===== src/rtl/bcz_pkg.sv =====
`default_nettype none
package bcz_pkg;

	localparam int CoordW = 24;
	localparam int TW     = 17;
	localparam int QDepth = 4;
	localparam int QAw    = $clog2(QDepth);

	localparam logic [TW-1:0] T_ONE = 17'h10000;

	localparam logic KIND_EVAL  = 1'b0;
	localparam logic KIND_SPLIT = 1'b1;

	// output run positions in split mode
	localparam logic [2:0] IDX_LEFT_START = 3'd0;
	localparam logic [2:0] IDX_LEFT_CTRL1 = 3'd1;
	localparam logic [2:0] IDX_LEFT_CTRL2 = 3'd2;
	localparam logic [2:0] IDX_SPLIT      = 3'd3;
	localparam logic [2:0] IDX_RIGHT_CTRL1 = 3'd4;
	localparam logic [2:0] IDX_RIGHT_CTRL2 = 3'd5;
	localparam logic [2:0] IDX_RIGHT_END  = 3'd6;

	typedef logic signed [CoordW-1:0] coord_t;

	typedef struct packed {
		coord_t x;
		coord_t y;
	} point_t;

	typedef struct packed {
		logic            kind;
		coord_t          start_x;
		coord_t          start_y;
		coord_t          ctrl_one_x;
		coord_t          ctrl_one_y;
		coord_t          ctrl_two_x;
		coord_t          ctrl_two_y;
		coord_t          end_x;
		coord_t          end_y;
		logic [TW-1:0]   t_param;
	} in_item_t;

	typedef struct packed {
		coord_t     point_x;
		coord_t     point_y;
		logic [2:0] point_index;
		logic       last;
	} out_item_t;

	// everything the back end needs to emit either run
	typedef struct packed {
		logic   kind;
		point_t p0;
		point_t a10;
		point_t a12;
		point_t a20;
		point_t a21;
		point_t mid;
		point_t p3;
	} entry_t;

	// a + floor(t*(b-a) / 2^16), t in [0, 1.0]
	function automatic coord_t lerp(coord_t a, coord_t b, logic [TW-1:0] t);
		logic signed [CoordW:0]      d;
		logic signed [CoordW+TW+1:0] p;
		logic signed [CoordW+TW+1:0] s;
		d = {b[CoordW-1], b} - {a[CoordW-1], a};
		p = $signed({1'b0, t}) * d;
		s = (CoordW+TW+2)'(a) + (p >>> 16);
		return s[CoordW-1:0];
	endfunction

	function automatic point_t lerp_pt(point_t a, point_t b, logic [TW-1:0] t);
		point_t r;
		r.x = lerp(a.x, b.x, t);
		r.y = lerp(a.y, b.y, t);
		return r;
	endfunction

endpackage
`default_nettype wire


===== src/rtl/bcz_back.sv =====
`default_nettype none
module bcz_back (
	input  wire logic            clk,
	input  wire logic            arst_n,
	input  wire logic            head_valid,
	input  wire bcz_pkg::entry_t head,
	output logic                 pop,
	output logic                 out_valid,
	input  wire logic            out_ready,
	output bcz_pkg::out_item_t   out_data
);
	import bcz_pkg::*;

	logic       out_valid_q;
	out_item_t  out_q;
	logic [2:0] idx_q;
	logic       load;
	logic       run_end;
	point_t     pt;

	assign load      = !out_valid_q || out_ready;
	assign run_end   = (head.kind == KIND_EVAL) || (idx_q == IDX_RIGHT_END);
	assign pop       = load && head_valid && run_end;
	assign out_valid = out_valid_q;
	assign out_data  = out_q;

	always_comb begin
		unique case (idx_q)
			IDX_LEFT_START:  pt = head.p0;
			IDX_LEFT_CTRL1:  pt = head.a10;
			IDX_LEFT_CTRL2:  pt = head.a20;
			IDX_SPLIT:       pt = head.mid;
			IDX_RIGHT_CTRL1: pt = head.a21;
			IDX_RIGHT_CTRL2: pt = head.a12;
			IDX_RIGHT_END:   pt = head.p3;
			default:         pt = head.p3;
		endcase
		if (head.kind == KIND_EVAL) pt = head.mid;
	end

	always_ff @(posedge clk or negedge arst_n) begin
		if (!arst_n) begin
			out_valid_q <= 1'b0;
			idx_q       <= IDX_LEFT_START;
		end else if (load) begin
			out_valid_q <= head_valid;
			if (head_valid) begin
				idx_q <= run_end ? IDX_LEFT_START : idx_q + 3'd1;
			end
		end
	end

	always_ff @(posedge clk) begin
		if (load && head_valid) begin
			out_q.point_x     <= pt.x;
			out_q.point_y     <= pt.y;
			out_q.point_index <= idx_q;
			out_q.last        <= run_end;
		end
	end

endmodule
`default_nettype wire


===== config.mk =====
export PLATFORM = sky130hd
export DESIGN_NAME = bcz_back
export DESIGN_NICKNAME = d
export VERILOG_FILES = /design/src/rtl/bcz_pkg.sv /design/src/rtl/bcz_back.sv
export SDC_FILE = /design/constraint.sdc
export NUM_CORES = 1
export LEC_CHECK = 0
export BUFFER_PORTS_ARGS = -buffer_cell sky130_fd_sc_hd__buf_2
export CAP_MARGIN = 15
export CORE_AREA = 2 2 155 157
export DETAILED_ROUTE_END_ITERATION = 16
export DIE_AREA = 0 0 157 159
export PLACE_DENSITY = 0.51
export SYNTH_ARGS = -nofsm -noshare
export SYNTH_HDL_FRONTEND = slang
export SYNTH_SLANG_ARGS = --single-unit

===== constraint.sdc =====
create_clock -name clk -period 6.4 [get_ports clk]
set_input_delay 0.32 -clock clk [delete_from_list [all_inputs] [get_ports clk]]
set_output_delay 0.32 -clock clk [all_outputs]
set_load 0.01 [all_outputs]

# ---- Word-level counts from Yosys, hierarchy flattened
# Cells that the tools add are included.
dict set report totals {
  out_inout_bits 54
  in_bits 341
  reg_bits 56
}
dict set report op_classes {
  addsub 1
  eq_ne 6
  n_reduce_logical 7
  mux 3
  bitwise_logic 1
}
# cell n
set op_table {}
lappend op_table {{48-bit one-hot mux with 6 select lines} 1}
lappend op_table {{48-bit 2-to-1 mux} 1}
lappend op_table {{3-bit == test, second input constant} 3}
lappend op_table {{3-bit by 2-bit == test with 1-bit output, second input constant} 2}
lappend op_table {{3-bit by 1-bit adder with 3-bit output, second input constant} 1}
lappend op_table {{3-bit by 1-bit == test with 1-bit output, second input constant} 1}
lappend op_table {{3-bit zero test} 1}
lappend op_table {{3-bit 2-to-1 mux} 1}
lappend op_table {{1-bit logical AND} 2}
lappend op_table {{1-bit logical OR} 2}
lappend op_table {{2-bit AND reduction} 1}
lappend op_table {{1-bit zero test} 1}
lappend op_table {{1-bit NOT} 1}

# ---- Depth between registers and ports, before layout
dict set report logic_depth {
  word_depth 4
  mapped_depth 11
  ltp_nobuf 6
}

# ---- Worst setup path after synthesis
# Ideal clock, no wire load.
dict set report synth_path {
  path_kind {register to register}
  from {register idx_q[2]}
  to {register out_q (netlist bit out_data[41]), data pin}
  setup_ns 0.268
  required_ns 6.132
  path_buffers 6
  arrival_time_ns 2.197
  path_slack_ns 3.934
  period_less_slack_ns 2.466
  stages_incl_launch_ff 12
  cell_sequence {dfrtp_1 > buf_4 > buf_2 > buf_4 > inv_1 > ha_1 > or4_1 > buf_2 > buf_6 > buf_6 > o21ai_1 > o22ai_1}
}
# element line_no
set synth_rtl {}
lappend synth_rtl {{start: declaration} bcz_back.sv:16} ;# logic [2:0] idx_q;
lappend synth_rtl {{start signal: assignment} bcz_back.sv:48} ;# idx_q <= run_end ? IDX_LEFT_START : idx_q + 3'd1;
lappend synth_rtl {{end: declaration} bcz_back.sv:15} ;# out_item_t out_q;

==> metrics.md <==
| Metric | Value |
|---|---|
| Status | `completed` |
| Cts repair resizes | `0` |
| Vias in the first global route | `5654` |
| Worst EP arrival | `2980 ps` |
| Clock Skews | `about 11 ps` |
| Type of the tightest min-delay check | `in2reg` |
| Flop pwr share | `31.5%` |
| Antenna diodes | `0` |
| Final setup viols | `0` |
| H-tree Lvls | `2` |
| Aggregate global routing overflow | `0` |
| Initial antenna violation count | `0` |
| Post-DRT Antenna Nets | `0` |
| Clock share of power | `20.6%` |
| Leak Pwr | `3.44 nW` |
| Internal power | `roughly 1.0 mW` |
| Mapped Area | `4830 sq um` |
| Share of post-route cells with drive strength above 1 | `58.3%` |
| Crit share post-route | `between 40% and 50%` |
| Switching Share | `35.6%` |
| Setup CP Type | `reg2reg` |
| Seq/Total Area, Yosys | `34.4%` |
| Synthesized instance count | `517` |
| Nets | `1220` |
| Die area | `between 20000 and 25000 sq um` |
| Worst EP required | `between 6000 and 7000 ps` |
| Routed vias | `around 5600` |
| Worst VDD drop | `between 100 and 150 uV` |
| Unrepaired setup endpoints after global routing | `false` |
| DRC Markers | `0` |
| Fin. Hold Viols | `0` |
| Post-layout minimum cycle time | `2940 ps` |
| Inserted Clock Buffers | `5` |
| Syn nets | `863` |
| First drt pass iteration count | `8` |
| Layout overhead on the synthesized area | `49.0%` |
| Slew Viols, Final | `0` |
| I/O pin count | `395` |
| Top FF cell, synth | `edfxtp_1` |
| Slew headroom | `37.2%` |
| Syn Area/Cell | `around 9.4 sq um` |
| Fillers | `2517` |
| EDFF count, synth | `52` |
| Die width | `between 150 and 200 um` |
| Commonest non-fill, non-tap cells in the layout | `393 x buf_2, 94 x mux2_2, 53 x inv_1` |
| Max Clock Freq | `around 0.34 GHz` |
| Async SR Flop Fraction | `7.14%` |
| Port Buf Inserts | `394` |
| Largest net degree at the start of global routing | `97` |
| FP Rows | `56` |
| Overall fraction of global-route tracks in use | `16.3%` |
| DR iter-0 viols | `432` |
| Worst setup SP type | `register` |
| Placed wire-length estimate | `15700 um` |
| Final cell count without fillers | `1194` |
| Worst slack, placed | `~3400 ps` |
| Clk Tree Root Cell | `clkbuf_16` |
| WL final | `21000 um` |
| Core ar. | `~23000 sq um` |
| Die height | `159 um` |
| Post-CTS setup buffers | `0` |
| Combinational Power Share | `~48%` |
| First-pass GRT wire length | `31500 um` |
| Slew @ Worst Pin | `roughly 940 ps` |
| Clk buf depth | `2` |
| CP max FO | `96` |
| Hold Buf Count CTS | `1` |
| Reg area | `1670 sq um` |
| Commonest non-fill, non-tap cell in the layout | `buf_2` |
| FF+latch count, synth | `56` |
| Multi-input gate area | `2730 sq um` |
| Synth Warn # | `0` |
| Dpl cells | `1185` |
| Clk pin slew, worst setup/hold paths | `approximately 80 ps` |
| Clock Sinks | `56` |
| Routability cong. | `0.814` |
| Max cap viols | `0` |
| Pwr/cell area | `219 nW/um^2` |
| Sw Pwr | `0.562 mW` |
| Yosys cell types | `26` |
| Setup ws final | `3460 ps` |
| Skew-Pair Late Insertion Delay | `310 ps` |
| Starting Density | `20.8%` |
| WL/cell | `17.6 um` |
| Category of the worst setup path capture point | `register` |
| Vias per cell | `roughly 4.7` |
| TNS Setup | `0 ps` |
| TritonCTS clock tree | `yes` |
worst max-delay path, stage by stage (launching register included):
cell and delay (ps):
dfrtp_4 890, inv_1 180, ha_2 240, or4_4 920, o21ai_0 320, o22ai_1 100
final timing paths:
kind | cells after the start | slack (ps) | end | startpoint
max in group asynchronous | 2 | 5890 | idx_q[2] | arst_n
min in group asynchronous | 2 | 360 | idx_q[2] | arst_n
max | 5 | 3460 | out_data[10] | idx_q[2]
min | 2 | 220 | out_valid | head_valid
max reg2reg | 5 | 3460 | out_data[10] | idx_q[2]
min reg2reg | 2 | 520 | out_valid | out_valid
registers in the layout (all words and copies together), names as in the netlist:
register	count
idx_q	3
out_valid	1
out_data	52
layout make-up:
| type | instances | share of cell area, % |
|---|---|---|
| Multi-Input combinational cell | 354 | 37.9 |
| Timing Repair Buffer | 403 | 28.4 |
| Sequential cell | 56 | 23.1 |
| Tap cell | 319 | 5.54 |
| Inverter | 54 | 2.81 |
| Clock buffer | 6 | 1.79 |
| Clock inverter | 2 | 0.486 |
kinds of logic (layout without fill, tap and decap cells):
logic type / after synthesis / count (layout) / share of synthesized area (%)
buf+inv: 107 / 465 / 9.52
mux: 94 / 94 / 21.9
fa+ha+maj: 5 / 5 / 1.29
simple gates: 105 / 105 / 11.0
flops: 56 / 56 / 34.4
compound gates: 150 / 150 / 21.9
Yosys cell counts (2+ instances only):
| library cell | n | area share [%] |
|---|---|---|
| o21ai_1 | 40 | 4.1 |
| buf_4 | 3 | 0.47 |
| ha_1 | 5 | 1.3 |
| a222oi_1 | 47 | 9.7 |
| o21ai_0 | 9 | 0.93 |
| clkbuf_1 | 35 | 2.7 |
| o22ai_1 | 50 | 6.5 |
| and3_1 | 47 | 6.1 |
| nand2_1 | 51 | 4.0 |
| mux2_2 | 94 | 22 |
| buf_1 | 2 | 0.16 |
| buf_6 | 5 | 1.2 |
| buf_2 | 8 | 0.83 |
| dfrtp_1 | 4 | 2.1 |
| inv_1 | 54 | 4.2 |
| edfxtp_1 | 52 | 32 |
| nand2b_1 | 2 | 0.26 |
power groups by stage:
stage,clock network (mW),registers (mW),logic [mW]
after floorplan,0,0.512,0.495
after global placement,0,0.504,0.759
after detailed placement,0,0.506,0.765
after CTS,0.342,0.498,0.769
after global routing,0.355,0.504,0.840
final,0.324,0.497,0.756
through the flow:
step           cell area (sq um)  utilization [%]  hold WS [ps]  power [mW]
6_report                    7200             31.1           217        1.58
5_1_grt                     7200             31.1           230        1.70
4_1_cts                     7200             31.1           201        1.61
2_1_floorplan               4830                -          24.4        1.01
3_5_place_dp                7030             30.3           146        1.27
3_3_place_gp                7030             30.3           146        1.26
layer usage:
| layer | up-vias | global-route usage, % | wire length, um |
|---|---|---|---|
| met5 | - | 0 | 0 |
| met4 | 0 | 3.88 | 273 |
| met3 | 20 | 2.89 | 1540 |
| met2 | 285 | 28.5 | 10400 |
| met1 | 2631 | 20.7 | 8840 |
| li1 | 2712 | - | - |
No activity file was read; power rests on OpenSTA's default activity.
