## config.mk

```make
export PLATFORM = sky130hd
export DESIGN_NAME = bcz_fifo
export DESIGN_NICKNAME = d
export VERILOG_FILES = /design/src/rtl/bcz_pkg.sv /design/src/rtl/bcz_fifo.sv
export SDC_FILE = /design/constraint.sdc
export NUM_CORES = 1
export LEC_CHECK = 0
export BUFFER_PORTS_ARGS = -buffer_cell sky130_fd_sc_hd__buf_2
export CAP_MARGIN = 20
export CORE_MARGIN = 4
export CORE_UTILIZATION = 61
export CTS_BUF_LIST = sky130_fd_sc_hd__clkbuf_4 sky130_fd_sc_hd__clkbuf_8 sky130_fd_sc_hd__clkbuf_16
export CTS_CLUSTER_SIZE = 20
export DETAILED_ROUTE_END_ITERATION = 16
export GPL_TIMING_DRIVEN = 0
export PLACE_DENSITY = 0.95
export SETUP_SLACK_MARGIN = 0.4
export SLEW_MARGIN = 20
export SYNTH_ARGS = -nofsm -noshare
export SYNTH_HDL_FRONTEND = slang
export SYNTH_SLANG_ARGS = --single-unit
```

## constraint.sdc

```tcl
create_clock -name clk -period 27 [get_ports clk]
set_clock_uncertainty 0.15 [all_clocks]
set_input_delay 5.4 -clock clk [delete_from_list [all_inputs] [get_ports clk]]
set_output_delay 5.4 -clock clk [all_outputs]
set_load 0.01 [all_outputs]
```

## src/rtl/bcz_pkg.sv

```systemverilog
`default_nettype none
package bcz_pkg;

	localparam int CoordW = 24;
	localparam int TW     = 17;
	localparam int QDepth = 4;
	localparam int QAw    = $clog2(QDepth);

	localparam logic [TW-1:0] T_ONE = 17'h10000;

	localparam logic KIND_EVAL  = 1'b0;
	localparam logic KIND_SPLIT = 1'b1;

	// output run positions in split mode
	localparam logic [2:0] IDX_LEFT_START = 3'd0;
	localparam logic [2:0] IDX_LEFT_CTRL1 = 3'd1;
	localparam logic [2:0] IDX_LEFT_CTRL2 = 3'd2;
	localparam logic [2:0] IDX_SPLIT      = 3'd3;
	localparam logic [2:0] IDX_RIGHT_CTRL1 = 3'd4;
	localparam logic [2:0] IDX_RIGHT_CTRL2 = 3'd5;
	localparam logic [2:0] IDX_RIGHT_END  = 3'd6;

	typedef logic signed [CoordW-1:0] coord_t;

	typedef struct packed {
		coord_t x;
		coord_t y;
	} point_t;

	typedef struct packed {
		logic            kind;
		coord_t          start_x;
		coord_t          start_y;
		coord_t          ctrl_one_x;
		coord_t          ctrl_one_y;
		coord_t          ctrl_two_x;
		coord_t          ctrl_two_y;
		coord_t          end_x;
		coord_t          end_y;
		logic [TW-1:0]   t_param;
	} in_item_t;

	typedef struct packed {
		coord_t     point_x;
		coord_t     point_y;
		logic [2:0] point_index;
		logic       last;
	} out_item_t;

	// everything the back end needs to emit either run
	typedef struct packed {
		logic   kind;
		point_t p0;
		point_t a10;
		point_t a12;
		point_t a20;
		point_t a21;
		point_t mid;
		point_t p3;
	} entry_t;

	// a + floor(t*(b-a) / 2^16), t in [0, 1.0]
	function automatic coord_t lerp(coord_t a, coord_t b, logic [TW-1:0] t);
		logic signed [CoordW:0]      d;
		logic signed [CoordW+TW+1:0] p;
		logic signed [CoordW+TW+1:0] s;
		d = {b[CoordW-1], b} - {a[CoordW-1], a};
		p = $signed({1'b0, t}) * d;
		s = (CoordW+TW+2)'(a) + (p >>> 16);
		return s[CoordW-1:0];
	endfunction

	function automatic point_t lerp_pt(point_t a, point_t b, logic [TW-1:0] t);
		point_t r;
		r.x = lerp(a.x, b.x, t);
		r.y = lerp(a.y, b.y, t);
		return r;
	endfunction

endpackage
`default_nettype wire

```

## src/rtl/bcz_fifo.sv

```systemverilog
`default_nettype none
module bcz_fifo (
	input  wire logic            clk,
	input  wire logic            arst_n,
	input  wire logic            push,
	input  wire bcz_pkg::entry_t wr_entry,
	output logic                 full,
	output logic                 not_empty,
	input  wire logic            pop,
	output bcz_pkg::entry_t      head
);
	import bcz_pkg::*;

	entry_t         mem_q [QDepth];
	logic [QAw-1:0] wr_ptr_q, rd_ptr_q;
	logic [QAw:0]   count_q;

	assign full      = (count_q == (QAw+1)'(QDepth));
	assign not_empty = (count_q != '0);
	assign head      = mem_q[rd_ptr_q];

	always_ff @(posedge clk or negedge arst_n) begin
		if (!arst_n) begin
			wr_ptr_q <= '0;
			rd_ptr_q <= '0;
			count_q  <= '0;
		end else begin
			if (push) wr_ptr_q <= wr_ptr_q + 1'b1;
			if (pop)  rd_ptr_q <= rd_ptr_q + 1'b1;
			if (push && !pop)      count_q <= count_q + 1'b1;
			else if (pop && !push) count_q <= count_q - 1'b1;
		end
	end

	always_ff @(posedge clk) begin
		if (push) mem_q[wr_ptr_q] <= wr_entry;
	end

endmodule
`default_nettype wire

```

==> Word level (Yosys, flattened, before mapping) <==
Memories as Yosys holds them, arrays and structs flattened.
Index checks and enable logic that the tools add are counted.
{ "totals": {"regBits": 7, "ramBits": 1348, "inputBits": 341, "output_inout_bits": 339, "word_cells": 19, "mem_count": 1} }
{ "op_classes": {"n_addsub": 4, "n_eq_ne": 1, "n_mux": 4, "reduce_logical": 6} }
{ "memory_table": {"columns": ["name", "depth", "word_bits", "rd", "rd_ports_with_merged_regs", "write_ports", "line_no", "text"], "rows": [
  ["mem_q", 4, 337, 1, 0, 1, "bcz_fifo.sv:14", "entry_t mem_q [QDepth];"]
]} }
{ "ops": {"columns": ["cell", "n"], "rows": [
  ["2-to-1 mux 3 bit", 2],
  ["adder 2 x 1 -> 2 bit (second input constant)", 2],
  ["adder 3 x 1 -> 3 bit (second input constant)", 1],
  ["equality test 3 bit (second input constant)", 1],
  ["nonzero test 3 bit", 1],
  ["subtractor 3 x 1 -> 3 bit (second input constant)", 1],
  ["logical AND 1 bit", 2],
  ["logical NOT 1 bit", 2],
  ["2-to-1 mux 1 bit", 2],
  ["nonzero test 2 bit", 1]
]} }

==> Longest topological paths before layout <==
Gate-level depths: netlist of run 1.
{ "depth": {"depth_word": 4, "depth_mapped": 7, "ltp_nobuf": 7} }

==> Worst setup path after synthesis of run 1 <==
Ideal clock, no wire load.
{ "synth_timing": {"path_kind": "input to register", "from": "in push", "to": "mem mem_q[1][0] in the netlist's numbering (enable)", "setup_ns": 0.741, "arrival_time_ns": 12.991, "required_time_ns": 26.109, "path_slack_ns": 13.118, "stages": 1, "n_path_buf": 0, "cell_sequence": "and2_1"} }
{ "synth_between": {"elab_chain_len": 2} }
{ "synth_rtl": {"columns": ["item", "line_no", "text"], "rows": [
  ["start, declared", "bcz_fifo.sv:5", "input wire logic push,"],
  ["2-to-1 mux 1 bit", "bcz_fifo.sv:36", "if (push) mem_q[wr_ptr_q] <= wr_entry;"],
  ["2-to-1 mux 1 bit (implied by the code)", "bcz_fifo.sv:36", null],
  ["end, declared", "bcz_fifo.sv:14", null]
]} }
No other way between the ends.

==> results of run 1 <==
metal layers:
metal	vias up	wire [um]
li1	9574	-
met3	399	15980
met5	-	145
met4	20	7339
met2	2246	73510
met1	12976	41750
critical path: stages (launching register included):
cell	delay (ns)
dfrtp_1	0.36
buf_2	0.21
clkbuf_1	0.72
buf_2	0.57
mux4_2	0.46
buf_2	0.20
synth_stat cells (2+ instances only):
| cell type | instances |
|---|---|
| xor2_1 | 4 |
| buf_6 | 23 |
| dfrtp_1 | 7 |
| ha_1 | 5 |
| and2_1 | 4 |
| edfxtp_1 | 1348 |
| buf_4 | 2 |
| xnor2_1 | 2 |
| buf_2 | 35 |
| mux4_2 | 337 |
| nand2_1 | 2 |
| clkbuf_1 | 3 |
| inv_1 | 4 |
| buf_8 | 13 |
placed cells by master, fill, tap and decap left out:
cell        count
ha_1            5
dfrtp_1         7
nor3b_1         1
nand2_1         2
inv_6           5
bufinv_16       9
clkbuf_1        3
mux4_2        337
clkinv_16       4
fa_1            1
buf_16         22
clkinv_2       20
buf_8          13
xor2_1          4
edfxtp_1     1348
or3_1           1
buf_2         714
clkbuf_16     121
clkinv_1       35
buf_12          6
and2_4          4
clkbuf_4       23
buf_6          23
inv_1           4
mux2_2          1
nor2_1          1
xnor2_1         2
buf_4           2
o21ai_0         1
clkinvlp_4      7
clkinv_4        3
diode_2        41
final cells by class:
type,instances,area (um^2)
flip-flops and latches,1355,40650
fillers,3962,20770
multi-input cells,360,7801
repair buffers,707,4124
clock buffers,144,3201
well taps,1050,1314
clock inverters,83,744.5
plain buffers,76,655.6
diodes,41,102.6
inverters,4,15.01
power by group through the flow:
stage	sequential (uW)	clock, uW	combinational (uW)
6_report	2880	1730	2150
5_1_grt	2900	1840	2220
4_1_cts	2880	1740	2150
3_5_place_dp	2890	0	2080
3_3_place_gp	3100	0	1920
2_1_floorplan	2990	0	1220
sequential cells by signal, indices dropped and copies added (netlist names):
signal / cells
wr_ptr_q: 2
rd_ptr_q: 2
count_q: 3
mem_q: 1348
through the flow:
step / setup WS, ns / utilization / total power [uW] / hold WS [ns] / instances
3_3_place_gp: 8.115 / 0.6781 / 5023 / 0.3196 / 3524
3_5_place_dp: 18.92 / 0.6873 / 4969 / 0.3625 / 3552
5_1_grt: 18.07 / 0.7377 / 6962 / 0.4020 / 3800
4_1_cts: 18.12 / 0.7370 / 6770 / 0.3967 / 3779
6_report: 18.24 / 0.7383 / 6764 / 0.3944 / 3820
2_1_floorplan: 13.12 / - / 4208 / 0.2991 / 1795
cell families after synthesis:
| family | count (synthesis) | share of synthesized area |
|---|---|---|
| simple gates | 9 | 0.001019 |
| fa+ha+maj | 6 | 0.001681 |
| xor+xnor | 6 | 0.001070 |
| flops | 1355 | 0.8277 |
| mux | 338 | 0.1548 |
| buf+inv | 80 | 0.01365 |
| compound gates | 1 | 0.0001018 |
final timing paths:
check / startpoint / endpoint / slack [ns]
worst max-delay path: rd_ptr_q[1]$_DFFE_PN0P_ / head[181] / 18.24
worst min-delay path: count_q[2]$_DFFE_PN0P_ / count_q[2]$_DFFE_PN0P_ / 0.39
worst max register to register: wr_ptr_q[0]$_DFFE_PN0P_ / mem_q[2][155]$_DFFE_PP_ / 24.16
worst min register to register: count_q[2]$_DFFE_PN0P_ / count_q[2]$_DFFE_PN0P_ / 0.39
max in group asynchronous: arst_n / count_q[2]$_DFFE_PN0P_ / 22.12
min in group asynchronous: arst_n / rd_ptr_q[0]$_DFFE_PN0P_ / 4.39
==> impl_metrics.json, run 1 <==
{
  "dr.pass1.iters": 7,
  "rows": 103,
  "final_antenna_net_count": 0,
  "synth_fp_nets": 2142,
  "hold_viol_final": 0,
  "cp-end-kind": "primary output",
  "dpl_cell_area_um2": 54560,
  "post_cts_buffers": 0,
  "combPwrFrac": 0.318,
  "p_leak_uw": 0.02003,
  "cp-start-kind": "register",
  "busiest_layer": "met2",
  "drive_above_1_share": 0.4815,
  "ir_worst_vdd_uv": 100.1,
  "synth_top_cells_by_area": "edfxtp_1 82%, mux4_2 15%, buf_6 0.53%",
  "finalNetCount": 2972,
  "outcome": "complete, no violations",
  "met1_usage": 0.3788,
  "die_area_um2": 85120,
  "synthArstFlopShare": 0.005166,
  "ys_warn_count": 0,
  "fin_crit_sh": 0.3246,
  "crit_type": "register to primary output",
  "pwr-share-clk": 0.256,
  "drtIter0Drc": 3505,
  "synth_seq_cells": 1355,
  "syn_avg_cell_area_um2": 27.36,
  "fmax_ghz": 0.1141,
  "root_buffer": "clkbuf_16",
  "antenna_found_initial": 46,
  "rsz0062_at_grt": "false",
  "reg2reg_depth": 6,
  "synth_top_cell_by_area": "edfxtp_1",
  "tightest_slew_ns": 0.9274,
  "hpwl_mm": 82.83,
  "worstSkewPairLatency_ns": 0.68,
  "gp_congestion": 0.8111,
  "post_cts_resized": 0,
  "vias": 25215,
  "groute.layer.met2.usage": 0.5622,
  "port_buffers": 679,
  "die_w_um": 291.8,
  "path_clk_slew_ns": 0.07,
  "cts_tree": "yes",
  "tns_ns": 0,
  "synth-main-ff-cell": "edfxtp_1",
  "finalCriticalPeriod_ns": 8.763,
  "max_slew_margin": 0.3817,
  "clk_path_buf_depth": 3,
  "grt_first_pass_wirelength_mm": 197.2,
  "swShare": 0.3218,
  "grt_util_all_layers": 0.3241,
  "path_max_fanout": 10,
  "synthCells": 1795,
  "setup_viol": 0,
  "synthToLayoutAreaGrowth_pct": 19.33,
  "required_ns": 21.45,
  "final_area_um2": 58610,
  "ys_types": 20,
  "hold_class": "register to register",
  "p_int_uw": 4587,
  "core_area_um2": 79390,
  "switchingPower_uw": 2177,
  "grt_max_degree": 54,
  "maxCapViolations": 0,
  "die_h_um": 291.8,
  "numCtsBuffers": 121,
  "wire_per_inst_um": 36.32,
  "power_density_nw_per_um2": 115.4,
  "cts_max_level": 3,
  "use_met3": 0.09013,
  "drc_errors": 0,
  "seq_area_frac_synth": 0.8277,
  "start_util": 0.6187,
  "synth-edff-count": 1348,
  "synth_top_area_frac": 0.8241,
  "grt_pass1_vias": 26483,
  "wl_mm": 138.7,
  "slew_viol_final": 0,
  "hold-path-cell-count": 1,
  "grt_overflow": 0,
  "cts_sinks": 1355,
  "arrival_ns": 3.21,
  "p_seq_frac": 0.426,
  "io_pins": 680,
  "via_per_inst": 6.601,
  "syn_area_um2": 49120,
  "ctsHoldBuffers": 0
}
Note: power is estimated with default switching activity, not from simulation.
==> run 2, diff against run 1 <==
--- a/config.mk
+++ b/config.mk
@@ -8,12 +8,12 @@
 export BUFFER_PORTS_ARGS = -buffer_cell sky130_fd_sc_hd__buf_2
 export CAP_MARGIN = 20
 export CORE_MARGIN = 4
-export CORE_UTILIZATION = 61
+export CORE_UTILIZATION = 51
 export CTS_BUF_LIST = sky130_fd_sc_hd__clkbuf_4 sky130_fd_sc_hd__clkbuf_8 sky130_fd_sc_hd__clkbuf_16
 export CTS_CLUSTER_SIZE = 20
 export DETAILED_ROUTE_END_ITERATION = 16
 export GPL_TIMING_DRIVEN = 0
-export PLACE_DENSITY = 0.95
+export PLACE_DENSITY = 0.87
 export SETUP_SLACK_MARGIN = 0.4
 export SLEW_MARGIN = 20
 export SYNTH_ARGS = -nofsm -noshare
==> constraint.sdc (replaced) <==
create_clock -name clk -period 7.4 [get_ports clk]
set_clock_uncertainty 0.15 [all_clocks]
set_input_delay 1.48 -clock clk [delete_from_list [all_inputs] [get_ports clk]]
set_output_delay 1.48 -clock clk [all_outputs]
set_load 0.01 [all_outputs]
==> run 2 against run 1 <==
  * Die area is 19% higher
  * Sequential power grew to 3.6 times the previous value
  * Hold slack worse by 0.011 ns
  * Cell count is 5.8% higher
  * First-iteration DRC count is 21% lower
  * Critical path depth stayed put
  * Non-clock buffer count stayed put
  * Global-route usage is 8.1 points lower
  * Total power grew to 3.7 times the previous value
  * Combinational power grew to 3.5 times the previous value
  * Flip-flop and latch count stayed put
  * Register-to-register slack worse by 20 ns
  * Largest power group unchanged
  * Highest routed layer unchanged
==> impl_metrics.json, run 2 (synthesis gave the netlist of run 1 again) <==
{
  "slew_viol_final": 0,
  "via_per_inst": 5.925,
  "drc_errors": 0,
  "final_antenna_net_count": 0,
  "finalCriticalPeriod_ns": 4.927,
  "maxCapViolations": 0,
  "fin_crit_sh": 0.6658,
  "swShare": 0.3085,
  "crit_type": "register to primary output",
  "finalNonFillerCells": 4043,
  "wl_mm": 123.2,
  "reg2reg_slack_ns": 4.23,
  "outcome": "complete, no violations",
  "io_pins": 680,
  "setup_viol": 0,
  "root_buffer": "clkbuf_16",
  "die_area_um2": 101300,
  "required_ns": 5.77,
  "p_int_uw": 17080,
  "path_clk_slew_ns": 0.06,
  "top_register": "mem_q",
  "drtIter0Drc": 2762,
  "cp-start-kind": "register",
  "clk_path_buf_depth": 3,
  "p_seq_frac": 0.422,
  "pwr-share-clk": 0.270,
  "worstSkewPairLatency_ns": 0.74,
  "grt_pass1_vias": 25352,
  "timing.critical_path.buf_inv": 4,
  "gp_congestion": 0.8073,
  "core_area_um2": 95290,
  "die_w_um": 318.3,
  "path_cells": "buf_2 > clkbuf_1 > buf_2 > mux4_2 > buf_2",
  "start_util": 0.5154,
  "cp-end-kind": "primary output",
  "combPwrFrac": 0.308,
  "hold_viol_final": 0,
  "fmax_ghz": 0.2030,
  "arrival_ns": 3.30,
  "power_density_nw_per_um2": 416.9,
  "die_h_um": 318.3,
  "cts_sinks": 1355,
  "worst_path_largest_cell_delay_ns": 0.79,
  "mostFrequentLayoutCells": "1348 x edfxtp_1, 714 x buf_2, 337 x mux4_2",
  "min_from": "wr_ptr_q[0]$_DFFE_PN0P_",
  "ir_worst_vdd_uv": 328.4,
  "hold-path-cell-count": 1,
  "hpwl_mm": 75.88,
  "reg.largest.list": "mem_q: 1348 flops, count_q: 3 flops",
  "hold_end": "wr_ptr_q[0]$_DFFE_PN0P_",
  "dr.pass1.iters": 6,
  "fin_util": 0.6216,
  "path_delay_family": "buffers and inverters",
  "rsz0062_at_grt": "false",
  "tightest_slew_ns": 1.034,
  "drive_above_1_share": 0.4872,
  "numCtsBuffers": 133,
  "wire_per_inst_um": 30.48,
  "rr_startpoint": "wr_ptr_q[0]$_DFFE_PN0P_",
  "reg2reg_depth": 7,
  "grt_max_degree": 52,
  "worstSetupStartpoint": "rd_ptr_q[1]$_DFFE_PN0P_",
  "ctsHoldBuffers": 0,
  "port_buffers": 679,
  "antenna_found_initial": 42,
  "grt_first_pass_wirelength_mm": 179.6,
  "vias": 23954,
  "post_cts_resized": 0,
  "place_inst": 3767,
  "switchingPower_uw": 7619,
  "layout_commonest_cell": "edfxtp_1",
  "post_cts_buffers": 0,
  "p_leak_uw": 0.02024,
  "fill_cells": 5991,
  "rows": 113,
  "grt_util_all_layers": 0.2432,
  "slowest_stage": "clkbuf_1",
  "largest_register_ffs": 1348,
  "grt_overflow": 0,
  "max_slew_margin": 0.3105,
  "hold_class": "register to register",
  "cts_max_level": 4,
  "synthToLayoutAreaGrowth_pct": 20.60,
  "finalNetCount": 2984,
  "cts_tree": "yes",
  "crit_top_cell": "buf_2",
  "r2r-end": "mem_q[0][121]$_DFFE_PP_",
  "path_max_fanout": 10
}
==> run 2: changes by cell type in the layout (fill, tap and decap cells not counted), moves of 3 or more <==
cell and delta:
clkinvlp_4 -5, clkbuf_4 +6, clkinv_1 -11, inv_16 +4
clkinv_8 +5, clkinv_16 -3, clkbuf_16 +15
==> run 2: power groups by stage <==
stage,clock (uW),sequential (uW),combinational (uW)
3_5_place_dp,0,10500,7510
6_report,6670,10400,7600
4_1_cts,6750,10400,7680
5_1_grt,7130,10500,7980
2_1_floorplan,0,10600,4440
3_3_place_gp,0,10800,7080
==> run 2: how the worst max path moves through the flow <==
stage,depth (start not counted),to,slack (ns)
4_1_cts,5,head[178],2.31
3_5_place_dp,5,head[178],3.14
3_3_place_gp,2,mem_q[1][165]$_DFFE_PP_,-1.64
5_1_grt,5,head[178],2.32
2_1_floorplan,1,mem_q[3][0]$_DFFE_PP_,1.18
6_report,5,head[178],2.47
==> run 2: area by class of cell <==
cell class | count | area, um^2 | area share
Inverter | 4 | 15.01 | 0.0002535
Multi-Input combinational cell | 360 | 7801 | 0.1317
Antenna cell | 40 | 100.1 | 0.001690
Clock inverter | 70 | 673.1 | 0.01136
Timing Repair Buffer | 707 | 4116 | 0.06950
Buffer | 76 | 655.6 | 0.01107
Clock buffer | 166 | 3635 | 0.06136
Tap cell | 1265 | 1583 | 0.02672
Sequential cell | 1355 | 40650 | 0.6863
==> run 2: layer usage <==
metal	vias to the layer above	GRT usage	part of all wire
met5	-	0	0.00083
met4	16	0.09427	0.036
met3	261	0.07372	0.099
met2	1504	0.4201	0.53
met1	12582	0.2886	0.33
li1	9591	-	-
==> run 2: through the flow <==
step                      TNS (ns)  hold slack [ns]  cell area (um^2)  worst slack [ns]  total power (uW)
after global placement    -2073.77           0.3228             54100            -1.635             17910
after detailed placement         0           0.3328             54830             3.143             18020
after floorplan                  0           0.2991             49120             1.185             15050
final                            0           0.3836             59230             2.473             24700
after global routing             0           0.3778             59180             2.318             25610
after CTS                        0           0.3624             59130             2.308             24860
